`src/rtl/bds_pkg.sv`:
```
// Package for the 2x2 box-filter mip downsampler.
// Holds shared widths, configuration register indexes and default sizes.
// No dependencies.
package bds_pkg;

    // Pixel and channel geometry
    localparam int PIX_W  = 32;
    localparam int CH_W   = 8;
    localparam int SUM_W  = CH_W + 1;
    localparam int NUM_CH = 4;

    // Configuration port
    localparam int CFG_IDX_W  = 2;
    localparam int CFG_DATA_W = 16;
    localparam int SRC_W_BITS = 13;
    localparam int SRC_H_BITS = 16;

    typedef enum logic [CFG_IDX_W-1:0] {
        REG_SRC_WIDTH  = 2'd0,
        REG_SRC_HEIGHT = 2'd1
    } cfg_reg_t;

    // Largest supported source width
    localparam int MAX_WIDTH_DEF = 4096;

endpackage

```
`src/rtl/bds_lane.sv`:
```
// One color-channel lane: horizontal pair sum and 2x2 rounded average.
// Depends on bds_pkg.
module bds_lane
    import bds_pkg::*;
(
    input  logic             clk,
    input  logic             load,
    input  logic             self_upper,
    input  logic [CH_W-1:0]  left,
    input  logic [CH_W-1:0]  right,
    input  logic [SUM_W-1:0] upper,
    output logic [SUM_W-1:0] pair,
    output logic [CH_W-1:0]  avg
);

    logic [SUM_W-1:0] pair_reg;
    logic [SUM_W-1:0] top_sum;
    logic [SUM_W:0]   total;

    // Horizontal pair sum of the current item
    assign pair = SUM_W'(left) + SUM_W'(right);

    // Hold the pair for the averaging stage
    always_ff @(posedge clk)
    begin
        if (load)
        begin
            pair_reg <= pair;
        end
    end

    // Combine with the row above (or itself for a one-row image), round
    assign top_sum = self_upper ? pair_reg : upper;
    assign total   = (SUM_W+1)'(top_sum) + (SUM_W+1)'(pair_reg) + (SUM_W+1)'(2);
    assign avg     = total[SUM_W:2];

endmodule

```
`config.mk`:
```
export PLATFORM = sky130hd
export DESIGN_NAME = bds_lane
export DESIGN_NICKNAME = d
export VERILOG_FILES = /design/src/rtl/bds_pkg.sv /design/src/rtl/bds_lane.sv
export SDC_FILE = /design/constraint.sdc
export NUM_CORES = 1
export LEC_CHECK = 0
export BUFFER_PORTS_ARGS = -buffer_cell sky130_fd_sc_hd__buf_2
export CORE_MARGIN = 3
export CORE_UTILIZATION = 52
export DETAILED_ROUTE_END_ITERATION = 8
export PLACE_DENSITY_LB_ADDON = 0.1
export SETUP_SLACK_MARGIN = 0.15
export SYNTH_ARGS = -nofsm -noshare
export SYNTH_HDL_FRONTEND = slang
export SYNTH_SLANG_ARGS = --single-unit
```
`constraint.sdc`:
```
create_clock -name clk -period 7.1 [get_ports clk]
set_input_delay 0.71 -clock clk [delete_from_list [all_inputs] [get_ports clk]]
set_output_delay 0.71 -clock clk [all_outputs]
set_load 0.005 [all_outputs]
```
==> results.md <==
- Avg Cell Area, Syn: 10.5 um2
- Predominant post-synthesis flop cell: edfxtp_1
- Top-count cell post-synth: ha_1
- Post-CTS Setup Inserts: 0
- Hold Crit Class: primary input to flop
- Post-route cell area: between 1000 and 1500 um2
- Layout cell share with drive strength beyond 1: 38.8%
- Io pins: 45
- Max clock buf depth: 2
- Largest net degree at the start of global routing: 10
- Cts bufs inserted: 3
- Worst Path Max Fanout: 9
- Pwr per Cell Area: 226 nW/um2
- Core ar.: about 2000 um2
- Die ar.: roughly 2700 um2
- Synth top area share: between 20 and 30%
- Critical Path Source Type: primary input
- Vias in the first global route: 881
- Initial antenna violation count: 0
- Gpl congestion: about 0.72
- Period Utilization, post-route: between 50% and 60%
- Internal power component: 0.000195 W
- Post-CTS Hold Buffers: 0
- Yosys reg bits: 9
- Die H: roughly 52 um
- Worst hold slack: just under 0.8 ns
- Arr. time, crit path: 3.03 ns
- CTS Sinks: 9
- Post-route minimum period: roughly 3.7 ns
- Synth Instances: 106
- Worst EP required: 6.39 ns
- Number of nets in the layout: ~210
- Max-Cap Viols: 0
- Synth cell types: 29
- # diodes: 0
- Clock Tree Root: clkbuf_4
- Hold Path Depth: 2
- Switch Pwr: approximately 0.00012 W
- DP HPWL: between 1500 and 2000 um
- Relative slew slack: about 82%
- CP Class: primary input to output port
- Pins over their slew limit: 0
- Post-CTS Resized: 0
- WL per Instance: approximately 11 um
- Sw Share: 37.6%
- Unrepaired setup endpoints after global routing: false
- H-tree depth: 1
- Hold Fails Final Rpt: 0
- Worst Hold End: pair_reg[0]$_DFFE_PP_
- FP Rows: 16
- Synth cell count leaders: ha_1, edfxtp_1, xnor2_1, mux2_2
- Crit end category: output port
- All-Layer GR Usage: 16.4%
- Via-per-instance ratio: ~5.2
- Pleak: between 0.6 and 0.7 nW
- Post-synth EDFFs: 9
- Drt total wl: a little over 2000 um
- Seq/Total Area, Yosys: 24.2%
- Syn_nets: 159
- Gr ovfl total: 0
- Register share of total power: about a quarter
- Starting Density: 55.7%
- Leading area contributor after synthesis: ha_1
- FMAX: 267 MHz
- Clock Power Share: between 10 and 15%
- Worst-margin pin slew: around 0.26 ns
- Final setup violation count: 0
- Comb power frac: 65.1%
- Synth area leaders: ha_1, edfxtp_1, mux2_2
- Setup TNS Final: 0 ns
- Yosys warning count: 0
- Final ANT Viol Nets: 0
- HP Start: right[0]
- Area grow syn2layout: 23.7%
- Vias: 923
- Die W: approximately 52 um
- VDD IR max: 0.129 mV
- Max reg flops: 9
- IO buf count: 44
- Initial DRC Count: 9
- DRC: 0
- Async S/R FF share, synth: 0%
- Status: complete, no violations
- Clock slew at reported path FFs: 0.05 ns
- Global-route wire length before repair: approximately 3400 um
- Drt first pass iters: 4
- Placed Area: around 1400 um2
- Post-Syn Area: 1120 um2
- TritonCTS clock tree: done
[metal layers]
layer | track usage [%] | part of all wire, %
met5 | 0 | 0
met4 | 7.66 | 0.78
met3 | 2.85 | 5.3
met2 | 30.8 | 53
met1 | 17.4 | 41
[power groups by stage]
| stage | logic (W) | registers, W | clock network (W) |
|---|---|---|---|
| 6_report | 0.000203 | 0.0000734 | 0.0000358 |
| 5_1_grt | 0.000228 | 0.0000749 | 0.0000387 |
| 4_1_cts | 0.000207 | 0.0000736 | 0.0000371 |
| 3_5_place_dp | 0.000205 | 0.0000746 | 0 |
| 3_3_place_gp | 0.000201 | 0.0000738 | 0 |
| 2_1_floorplan | 0.000140 | 0.0000730 | 0 |
[per-stage QoR]
step / instances / setup slack [ns] / utilization [%] / power [W]
floorplan: 106 / 3.73 / - / 0.000213
global placement: 175 / 3.40 / 67.6 / 0.000275
detailed placement: 175 / 3.33 / 67.6 / 0.000280
CTS: 179 / 3.33 / 68.9 / 0.000318
global route: 179 / 3.19 / 68.9 / 0.000342
finish: 179 / 3.36 / 68.9 / 0.000313
[cell families after synthesis]
| family | Yosys count | synth area share, % |
|---|---|---|
| buf+inv | 6 | 2.80 |
| fa+ha+maj | 25 | 29.4 |
| xor+xnor | 13 | 10.2 |
| mux | 8 | 7.96 |
| flops | 9 | 24.2 |
| simple gates | 27 | 14.5 |
| compound gates | 18 | 11.0 |
[worst max-delay path, cell delays in order]
cell	delay [ns]
buf_2	0.25
mux2_2	0.38
ha_1	0.32
fa_1	0.47
a21oi_1	0.22
o211ai_1	0.16
o41ai_2	0.25
xnor2_1	0.15
buf_2	0.13
[cell usage in the layout, fill, tap and decap left out, drive strengths merged, types with 2 or more instances in the layout]
master	instances
mux2	7
buf	44
fa	2
clkbuf	4
edfxtp	9
o21bai	2
ha	23
a21oi	6
nand3	3
nor2	7
nand2	5
inv	4
nand4	3
a21o	4
o21ai	2
nor3	4
xnor2	9
xor2	4
[layout make-up]
type,instances,area [um2]
clock buffers,4,26.3
fillers,177,622
inverters,4,15.0
multi-input cells,91,815
repair buffers,44,220
well taps,27,33.8
flip-flops and latches,9,270
[worst max path at each step]
stage / end / from / slack (ns)
global placement: avg[7] / self_upper / 3.40
detailed placement: avg[7] / self_upper / 3.33
floorplan: avg[7] / self_upper / 3.73
global route: avg[7] / self_upper / 3.19
CTS: avg[7] / self_upper / 3.33
finish: avg[7] / self_upper / 3.36
Note: power is estimated with default switching activity, not from simulation.
